### config.mk
export PLATFORM = sky130hd
export DESIGN_NAME = motor_output_smoothing
export DESIGN_NICKNAME = d
export VERILOG_FILES = /design/src/sv/mos_pkg.sv /design/src/sv/mos_window.sv /design/src/sv/mos_clamp.sv /design/src/sv/mos_duty.sv /design/src/sv/motor_output_smoothing.sv
export SDC_FILE = /design/constraint.sdc
export NUM_CORES = 2
export LEC_CHECK = 0
export ABC_AREA = 1
export BUFFER_PORTS_ARGS = -buffer_cell sky130_fd_sc_hd__buf_2
export CAP_MARGIN = 20
export CORE_MARGIN = 3
export CORE_UTILIZATION = 58
export DETAILED_ROUTE_END_ITERATION = 12
export GPL_ROUTABILITY_DRIVEN = 1
export GPL_TIMING_DRIVEN = 0
export PLACE_DENSITY = 0.78
export SLEW_MARGIN = 10
export SYNTH_ARGS = -nofsm -noshare
export SYNTH_HDL_FRONTEND = slang
export SYNTH_SLANG_ARGS = --single-unit
export TNS_END_PERCENT = 50
### constraint.sdc
create_clock -name i_clk -period 8.8 [get_ports i_clk]
set_input_delay 1.76 -clock i_clk [delete_from_list [all_inputs] [get_ports i_clk]]
set_output_delay 1.76 -clock i_clk [all_outputs]
set_load 0.01 [all_outputs]
### src/sv/mos_pkg.sv
package mos_pkg;

    localparam int MOTOR_COUNT  = 4;
    // Power of two: the average is an arithmetic shift of the window sum.
    localparam int WINDOW_DEPTH = 8;
    localparam int SLOT_W       = $clog2(WINDOW_DEPTH);

    localparam int Q_W      = 16;               // Q8.8 command / offset
    localparam int SUM_W    = Q_W + SLOT_W;     // window sum
    localparam int V_W      = Q_W + 1;          // average plus offset
    localparam int MAG_W    = 15;               // |v| <= 25600
    localparam int DUTY_W   = 8;
    localparam int TOTAL_W  = 17;

    localparam int CLAMP_Q88 = 25600;           // 100.0 percent in Q8.8

    // duty = floor(mag * 255 / 25600) = floor(floor(mag * 51 / 1024) / 5)
    localparam int DUTY_MUL       = 51;
    localparam int DUTY_PRE_SHIFT = 10;
    localparam int PRE_W          = MAG_W + 6;
    localparam int TQ_W           = 11;         // mag * 51 / 1024 <= 1275
    // floor(t / 5) as (t * ceil(2^18 / 5)) >> 18, exact for t < 2^11
    localparam int DIV5_MUL       = 52429;
    localparam int DIV5_SHIFT     = 18;
    localparam int DIV5_W         = TQ_W + 16;

    localparam logic signed [V_W-1:0] V_MAX = V_W'(CLAMP_Q88);
    localparam logic signed [V_W-1:0] V_MIN = V_W'(-CLAMP_Q88);

    typedef logic signed [Q_W-1:0]   t_q88;
    typedef logic signed [SUM_W-1:0] t_sum;
    typedef logic [MAG_W-1:0]        t_mag;
    typedef logic [TQ_W-1:0]         t_tq;
    typedef logic [DUTY_W-1:0]       t_duty;
    typedef logic [TOTAL_W-1:0]      t_total;

endpackage

### src/sv/mos_window.sv
module mos_window (
    input  logic           i_clk,
    input  logic           i_rst_n,
    input  logic           i_load,
    input  mos_pkg::t_q88  i_cmd [mos_pkg::MOTOR_COUNT],
    input  mos_pkg::t_q88  i_off [mos_pkg::MOTOR_COUNT],
    output mos_pkg::t_sum  o_sum [mos_pkg::MOTOR_COUNT],
    output mos_pkg::t_q88  o_off [mos_pkg::MOTOR_COUNT]
);
    import mos_pkg::*;

    t_q88              r_win [WINDOW_DEPTH][MOTOR_COUNT];
    t_sum              r_sum [MOTOR_COUNT];
    t_sum              n_sum [MOTOR_COUNT];
    t_q88              r_off [MOTOR_COUNT];
    logic [SLOT_W-1:0] r_slot;
    logic [SLOT_W-1:0] n_slot;

    // oldest entry leaves the sum, newest enters
    always_comb begin
        for (int m = 0; m < MOTOR_COUNT; m++) begin
            n_sum[m] = r_sum[m] - SUM_W'(r_win[r_slot][m]) + SUM_W'(i_cmd[m]);
        end
        n_slot = (r_slot == SLOT_W'(WINDOW_DEPTH - 1)) ? '0 : r_slot + 1'b1;
    end

    always_ff @(posedge i_clk) begin
        if (!i_rst_n) begin
            for (int s = 0; s < WINDOW_DEPTH; s++) begin
                for (int m = 0; m < MOTOR_COUNT; m++) begin
                    r_win[s][m] <= '0;
                end
            end
            for (int m = 0; m < MOTOR_COUNT; m++) begin
                r_sum[m] <= '0;
            end
            r_slot <= '0;
        end else if (i_load) begin
            for (int m = 0; m < MOTOR_COUNT; m++) begin
                r_win[r_slot][m] <= i_cmd[m];
                r_sum[m]         <= n_sum[m];
            end
            r_slot <= n_slot;
        end
    end

    always_ff @(posedge i_clk) begin
        if (i_load) begin
            r_off <= i_off;
        end
    end

    assign o_sum = r_sum;
    assign o_off = r_off;

endmodule

### src/sv/mos_clamp.sv
module mos_clamp (
    input  logic           i_clk,
    input  logic           i_load,
    input  mos_pkg::t_sum  i_sum [mos_pkg::MOTOR_COUNT],
    input  mos_pkg::t_q88  i_off [mos_pkg::MOTOR_COUNT],
    output logic           o_fwd [mos_pkg::MOTOR_COUNT],
    output mos_pkg::t_mag  o_mag [mos_pkg::MOTOR_COUNT],
    output mos_pkg::t_tq   o_tq  [mos_pkg::MOTOR_COUNT]
);
    import mos_pkg::*;

    t_q88                    avg  [MOTOR_COUNT];
    logic signed [V_W-1:0]   v    [MOTOR_COUNT];
    logic signed [V_W-1:0]   vc   [MOTOR_COUNT];
    logic signed [V_W-1:0]   vabs [MOTOR_COUNT];
    logic [PRE_W-1:0]        pre  [MOTOR_COUNT];
    logic                    n_fwd [MOTOR_COUNT];
    t_mag                    n_mag [MOTOR_COUNT];
    t_tq                     n_tq  [MOTOR_COUNT];
    logic                    r_fwd [MOTOR_COUNT];
    t_mag                    r_mag [MOTOR_COUNT];
    t_tq                     r_tq  [MOTOR_COUNT];

    always_comb begin
        for (int m = 0; m < MOTOR_COUNT; m++) begin
            // floored average
            avg[m] = Q_W'(i_sum[m] >>> SLOT_W);
            v[m]   = V_W'(avg[m]) + V_W'(i_off[m]);
            if (v[m] > V_MAX) begin
                vc[m] = V_MAX;
            end else if (v[m] < V_MIN) begin
                vc[m] = V_MIN;
            end else begin
                vc[m] = v[m];
            end
            vabs[m]  = vc[m][V_W-1] ? -vc[m] : vc[m];
            n_mag[m] = vabs[m][MAG_W-1:0];
            n_fwd[m] = !vc[m][V_W-1] && (vc[m] != '0);
            pre[m]   = PRE_W'(n_mag[m]) * PRE_W'(DUTY_MUL);
            n_tq[m]  = pre[m][DUTY_PRE_SHIFT +: TQ_W];
        end
    end

    always_ff @(posedge i_clk) begin
        if (i_load) begin
            r_fwd <= n_fwd;
            r_mag <= n_mag;
            r_tq  <= n_tq;
        end
    end

    assign o_fwd = r_fwd;
    assign o_mag = r_mag;
    assign o_tq  = r_tq;

endmodule

### src/sv/mos_duty.sv
module mos_duty (
    input  logic             i_clk,
    input  logic             i_load,
    input  logic             i_fwd [mos_pkg::MOTOR_COUNT],
    input  mos_pkg::t_mag    i_mag [mos_pkg::MOTOR_COUNT],
    input  mos_pkg::t_tq     i_tq  [mos_pkg::MOTOR_COUNT],
    output logic             o_fwd  [mos_pkg::MOTOR_COUNT],
    output mos_pkg::t_duty   o_duty [mos_pkg::MOTOR_COUNT],
    output mos_pkg::t_total  o_total
);
    import mos_pkg::*;

    logic [DIV5_W-1:0] prod   [MOTOR_COUNT];
    t_duty             n_duty [MOTOR_COUNT];
    t_total            n_total;
    logic              r_fwd  [MOTOR_COUNT];
    t_duty             r_duty [MOTOR_COUNT];
    t_total            r_total;

    always_comb begin
        n_total = '0;
        for (int m = 0; m < MOTOR_COUNT; m++) begin
            // divide by 5 via reciprocal
            prod[m]   = DIV5_W'(i_tq[m]) * DIV5_W'(DIV5_MUL);
            n_duty[m] = prod[m][DIV5_SHIFT +: DUTY_W];
            n_total   = n_total + TOTAL_W'(i_mag[m]);
        end
    end

    always_ff @(posedge i_clk) begin
        if (i_load) begin
            r_fwd   <= i_fwd;
            r_duty  <= n_duty;
            r_total <= n_total;
        end
    end

    assign o_fwd   = r_fwd;
    assign o_duty  = r_duty;
    assign o_total = r_total;

endmodule

### src/sv/motor_output_smoothing.sv
// Four-motor command smoothing with PWM clamp.
//
// Input channel: i_in_valid / o_in_stall carry one beat per control period:
// four signed Q8.8 commands and four one-shot Q8.8 offsets. A beat is taken
// on a rising edge with i_in_valid high and o_in_stall low.
// Output channel: o_out_valid / i_out_stall carry one result beat per input
// beat: direction bits, 8-bit duties and the total effort.
//
// The result reaches the outputs through the window update, the clamp and
// scaling, and the duty and total registers, in that order.
// Throughput: one beat per cycle while i_out_stall stays low; each of the
// three stages advances when it is empty or the stage after it advances.
//
// Reset (synchronous, active low) clears the command window, the running
// sums, the write slot and all stage valid bits; the average ramps up from
// zero as the window fills. While i_out_stall is high the output beat holds;
// the two stages behind it keep filling, then o_in_stall rises.
module motor_output_smoothing (
    input  logic                   i_clk,
    input  logic                   i_rst_n,
    input  logic                   i_in_valid,
    output logic                   o_in_stall,
    input  mos_pkg::t_q88          i_command_a,
    input  mos_pkg::t_q88          i_command_b,
    input  mos_pkg::t_q88          i_command_c,
    input  mos_pkg::t_q88          i_command_d,
    input  mos_pkg::t_q88          i_offset_a,
    input  mos_pkg::t_q88          i_offset_b,
    input  mos_pkg::t_q88          i_offset_c,
    input  mos_pkg::t_q88          i_offset_d,
    output logic                   o_out_valid,
    input  logic                   i_out_stall,
    output logic                   o_forward_a,
    output logic                   o_forward_b,
    output logic                   o_forward_c,
    output logic                   o_forward_d,
    output mos_pkg::t_duty         o_duty_a,
    output mos_pkg::t_duty         o_duty_b,
    output mos_pkg::t_duty         o_duty_c,
    output mos_pkg::t_duty         o_duty_d,
    output mos_pkg::t_total        o_total_effort
);
    import mos_pkg::*;

    logic   r_v1;
    logic   r_v2;
    logic   r_v3;
    logic   ld1;
    logic   ld2;
    logic   ld3;
    logic   accept;

    t_q88   cmd      [MOTOR_COUNT];
    t_q88   off      [MOTOR_COUNT];
    t_sum   s1_sum   [MOTOR_COUNT];
    t_q88   s1_off   [MOTOR_COUNT];
    logic   s2_fwd   [MOTOR_COUNT];
    t_mag   s2_mag   [MOTOR_COUNT];
    t_tq    s2_tq    [MOTOR_COUNT];
    logic   s3_fwd   [MOTOR_COUNT];
    t_duty  s3_duty  [MOTOR_COUNT];

    assign ld3    = !r_v3 || !i_out_stall;
    assign ld2    = !r_v2 || ld3;
    assign ld1    = !r_v1 || ld2;
    assign accept = i_in_valid && ld1;

    always_ff @(posedge i_clk) begin
        if (!i_rst_n) begin
            r_v1 <= 1'b0;
            r_v2 <= 1'b0;
            r_v3 <= 1'b0;
        end else begin
            if (ld1) begin
                r_v1 <= i_in_valid;
            end
            if (ld2) begin
                r_v2 <= r_v1;
            end
            if (ld3) begin
                r_v3 <= r_v2;
            end
        end
    end

    assign cmd[0] = i_command_a;
    assign cmd[1] = i_command_b;
    assign cmd[2] = i_command_c;
    assign cmd[3] = i_command_d;
    assign off[0] = i_offset_a;
    assign off[1] = i_offset_b;
    assign off[2] = i_offset_c;
    assign off[3] = i_offset_d;

    mos_window u_window (
        .i_clk   (i_clk),
        .i_rst_n (i_rst_n),
        .i_load  (accept),
        .i_cmd   (cmd),
        .i_off   (off),
        .o_sum   (s1_sum),
        .o_off   (s1_off)
    );

    mos_clamp u_clamp (
        .i_clk  (i_clk),
        .i_load (ld2),
        .i_sum  (s1_sum),
        .i_off  (s1_off),
        .o_fwd  (s2_fwd),
        .o_mag  (s2_mag),
        .o_tq   (s2_tq)
    );

    mos_duty u_duty (
        .i_clk   (i_clk),
        .i_load  (ld3),
        .i_fwd   (s2_fwd),
        .i_mag   (s2_mag),
        .i_tq    (s2_tq),
        .o_fwd   (s3_fwd),
        .o_duty  (s3_duty),
        .o_total (o_total_effort)
    );

    assign o_in_stall  = !ld1;
    assign o_out_valid = r_v3;

    assign o_forward_a = s3_fwd[0];
    assign o_forward_b = s3_fwd[1];
    assign o_forward_c = s3_fwd[2];
    assign o_forward_d = s3_fwd[3];
    assign o_duty_a    = s3_duty[0];
    assign o_duty_b    = s3_duty[1];
    assign o_duty_c    = s3_duty[2];
    assign o_duty_d    = s3_duty[3];

endmodule

# After elaboration in Yosys (flattened, before gate mapping)
# Memories as Yosys holds them, arrays and structs flattened. A register that Yosys moved wholly into a read port is not among the register bits.
# Cells that the tools add are included.
# totals
elab_cells,115
ramBits,512
register_bits,307
mem_bits_ro,0
n_memories,1
latch_bits,0
# classes
n_reduce_logical,22
n_shift,0
n_mul,8
n_mux,22
add_sub_neg,20
div,0
n_eq_ne,1
bitwise,0
n_lt_le_gt_ge,8
# mem_list
memory,depth,word_bits,rd,rd_ports_with_merged_regs,wr,line,source
u_window.r_win,8,64,1,1,8,mos_window.sv:12,t_q88 r_win [WINDOW_DEPTH][MOTOR_COUNT];
# op_table
cell,count
17-bit 2-to-1 mux,8
"11-bit by 16-bit multiplier with 26-bit output, second input constant",4
"15-bit by 6-bit multiplier with 21-bit output, second input constant",4
19-bit by 16-bit adder with 19-bit output,4
19-bit by 16-bit subtractor with 19-bit output,4
16-bit by 16-bit adder with 17-bit output,4
"17-bit by 16-bit greater-than comparator with 1-bit output, second input constant",4
"17-bit by 16-bit < comparator with 1-bit output, second input constant",4
17-bit nonzero test,4
64-bit 2-to-1 mux,1
64-bit OR reduction,1
15-bit 2-to-1 mux,4
15-bit negation,4
17-bit by 15-bit adder with 17-bit output,2
15-bit by 15-bit adder with 16-bit output,1
3-bit 2-to-1 mux,4
1-bit logical NOT,9
1-bit logical AND,5
1-bit 2-to-1 mux,5
"3-bit by 1-bit adder with 3-bit output, second input constant",1
"3-bit == test, second input constant",1
1-bit logical OR,3

# Logic depth before layout (Yosys ltp)
# depth
ltp_word,10
depth_mapped,47

# Modules after synthesis
# From an unflattened synthesis, not the netlist that was laid out.
# hier_totals
cells_unflattened,7741
area_unflattened_um2,64471.8
# by_module_without_submodules
mod,instances,seq_area_each_um2,cells_per_inst,area_each_um2
mos_window,1,18938.2,3552,33269.4
mos_clamp,1,3243.1,2256,16384.5
mos_duty,1,1591.5,1918,14705.4
motor_output_smoothing,1,60.1,15,112.6

# Least setup slack after synthesis
# No wires, ideal clock.
# synth_timing
kind,input port to flip-flop
from,input port i_out_stall
to,"memory u_window.r_win[1][0] in the netlist's numbering, enable pin"
arrival_ps,8393
setup_ps,424
t_required_ps,8376
setup_slack_ps,-16
cell_stages,12
path_buffers,3
cell_sequence,nand2_1 > nor2_1 > inv_1 > nor2_1 > nor2_1 > nand2_1 > clkbuf_1 > nor2_1 > nand2_1 > clkbuf_1 > buf_2 > nand2_1
# synth_rtl
element,line,source
"start, declared",motor_output_smoothing.sv:32,"input logic i_out_stall,"
"end, declared",mos_window.sv:12,

==> flow_summary.toml <==
[clocking]
cts_sinks = 822
clk_pin_slew_worst_paths_ps = 60
post_cts_buffers = 0
htree_levels = 3
numCtsBuffers = 87
cts_max_path_buffers = 3
ctsHoldBuffers = 0
tritoncts = "done"
clock_latency_ps = 690
cts_root_buf = "clkbuf_16"
cts_resized = 0

[detailed_routing]
drc_errors = 0
firstDrtPassIters = 6
first_iter_violations = 4524
antenna_left = 0
via_count = 48499
wl_per_cell_um = 19.0
finalWirelength_um = 164000
vias_per_cell = 5.62

[critical_path]
worst-endpoint-required_ps = 9200
crit_start = "u_window.o_sum[3]"
r2r-end = "u_clamp.o_tq[7]"
cp_slowest_cell = "fa_1"
r2r-start = "u_window.o_sum[3]"
cp.arrival_ps = 8340
path_class = "reg -> reg"
path_max_fanout = 10
r2r_setup_slack_ps = 860
endpoint = "u_clamp.o_tq[7]"
path_common_cell = "nand2_1"
start_kind = "register"
worst_setup_path_end_kind = "register"
r2r_cells = 41
critPathMaxStageDelay_ps = 540

[synth]
syn-cell-area_um2 = 61400
synthCells = 6890
syn_nets = 7984
yosys_warnings = 0
synth-seq-cells = 822
yosysMostFrequentCell = "nor2_1"
synth-edff-count = 737
yosysSeqAreaShare_pct = 38.8
synth.distinct_cells = 56
ys.flop_type = "edfxtp_1"
ys_async_sr_fraction_pct = 0
synth_top_area_cell = "edfxtp_1"
synth_common_cells = "nor2_1 (1178), inv_1 (1107), nand2_1 (811)"
synth_top_area_share_pct = 36.0
yosys-top-cells-area = "edfxtp_1 (36%), ha_1 (13%), fa_1 (9.8%)"
synth.avg_cell_area_um2 = 8.91

[sta]
holdWs_ps = 426
finalMaxSlewViolations = 0
worst_pin_slew_ps = 1250
finClkSkew_ps = 45.4
setup_viol = 0
fin_crit_sh_pct = 90.2
hold_violations = 0
relSlewSlack_pct = 16.6
rsz0062_at_grt = "no"
max_clock_freq_mhz = 126
min_period_ps = 7940

[finish]
fin_cells = 8634
areaGrowthSynthToFinish_pct = 9.75
fillers = 8415
drive_gt1_share_pct = 6.74
finalInstanceArea_um2 = 67400
final_nets = 8276
final_util_pct = 64.7

[placement]
placed_cell_area_um2 = 64500
detailed_place_hpwl_um = 127000
port_buffers = 186
placed_cells = 8471
place_congestion = 0.945

[floorplanning]
start_util_pct = 58.9
dieArea_um2 = 110000
ios = 187
fp.coreArea_um2 = 104000
num_rows = 118
die_h_um = 331
die_x_um = 331

[grt]
grt_pass1_wl_um = 257000
track_usage_pct = 29.4
grt_max_degree = 56
first_global_vias = 48345
grt_antenna_before_repair = 7
grt-ovfl-total = 0

[run]
maxCapViolations = 0

[status]
status = "finished clean"

[min_path]
hp-class = "reg -> reg"
## stage by stage
step	setup WS [ps]	setup TNS, ps
after global routing	135	0
after floorplan	543	0
after CTS	853	0
after detailed placement	928	0
final	858	0
after global placement	-3690	-2210040
## cells in the final DEF (no fill, tap or decap), types with 9 or more instances in the layout
master / netlist / routed
fa_1: 301 / 301
ha_1: 661 / 661
nand2_1: 811 / 802
nor3_1: 25 / 25
a21o_1: 27 / 27
or2_2: 13 / 13
o21ai_0: 464 / 464
inv_1: 1107 / 1106
xor2_1: 165 / 165
dfxtp_1: 85 / 85
nand3b_1: 19 / 19
buf_1: 23 / 23
o22ai_1: 68 / 68
clkinv_2: 0 / 15
a21oi_2: 9 / 9
o211ai_1: 19 / 19
nor2_2: 11 / 12
nor2_1: 1178 / 1177
clkbuf_16: 0 / 89
nand2_4: 4 / 13
o31ai_1: 17 / 17
nand4_1: 49 / 49
nand2_2: 30 / 30
o21ai_1: 14 / 14
clkinv_1: 60 / 73
clkbuf_1: 139 / 151
o21bai_1: 22 / 22
inv_2: 25 / 25
xnor2_1: 89 / 89
nand3_1: 206 / 206
a21oi_1: 324 / 324
buf_2: 21 / 207
edfxtp_1: 737 / 737
a31oi_1: 84 / 84
## layer usage
layer / global-route usage [%] / wire length [µm] / vias up
met4: 13.3 / 7880 / 6
met5: 0 / 38 / -
li1: - / - / 23195
met3: 4.38 / 12400 / 415
met1: 37.2 / 65100 / 22925
met2: 50.0 / 78400 / 1958
## worst min-delay path by stage
stage / slack, ps / depth (start not counted) / start / endpoint
finish: 430 / 0 / u_clamp.o_fwd[3] / u_duty.o_fwd[3]
detailed placement: 410 / 0 / u_clamp.o_fwd[3] / u_duty.o_fwd[3]
global route: 440 / 0 / u_clamp.o_fwd[0] / u_duty.o_fwd[0]
CTS: 420 / 0 / u_clamp.o_fwd[3] / u_duty.o_fwd[3]
floorplan: 400 / 0 / u_clamp.o_fwd[0] / u_duty.o_fwd[0]
global placement: 400 / 0 / u_clamp.o_fwd[0] / u_duty.o_fwd[0]
## layout make-up
| type | count | area [µm²] | share of cell area [%] |
|---|---|---|---|
| Antenna cell | 3 | 7.51 | 0.0111 |
| Buffer | 192 | 805 | 1.19 |
| Clock buffer | 105 | 2310 | 3.42 |
| Clock inverter | 53 | 586 | 0.869 |
| Inverter | 1192 | 4480 | 6.65 |
| Multi-Input combinational cell | 4684 | 32400 | 48.0 |
| Sequential cell | 822 | 23800 | 35.4 |
| Tap cell | 1380 | 1730 | 2.56 |
| Timing Repair Buffer | 203 | 1280 | 1.90 |
## flip-flops by register name, indices dropped and copies added, names as in the netlist, 3 cells and up, named ones only
signal / count
u_clamp.o_mag: 60
u_window.o_off: 64
u_clamp.o_tq: 44
u_window.r_slot: 3
u_duty.o_duty: 32
u_duty.o_total: 17
u_window.o_sum: 76
u_clamp.o_fwd: 4
u_duty.o_fwd: 4
u_window.r_win: 512
## worst max-delay path: cells and delay by family, from the launching register on
| kind | cells | cell delay [ps] |
|---|---|---|
| AND/OR/NAND/NOR | 17 | 1980 |
| buffers and inverters | 8 | 840 |
| XOR/XNOR | 2 | 440 |
| AO/OA/AOI/OAI | 6 | 1260 |
| adder cells (fa/ha/maj) | 8 | 2610 |
| flip-flops | 1 | 490 |
## cells by family (layout without fill, tap and decap cells)
kind of cell	count (synthesis)	in the layout	synth area share, %
simple gates	2375	2375	15.8
buf+inv	1384	1745	8.59
compound gates	1093	1093	9.90
fa+ha+maj	962	962	23.3
flops	822	822	38.8
xor+xnor	254	254	3.62
other cells	0	3	0
Power is not shown: default switching activity piles up to over one toggle a cycle in this logic, so the estimate is an artifact.
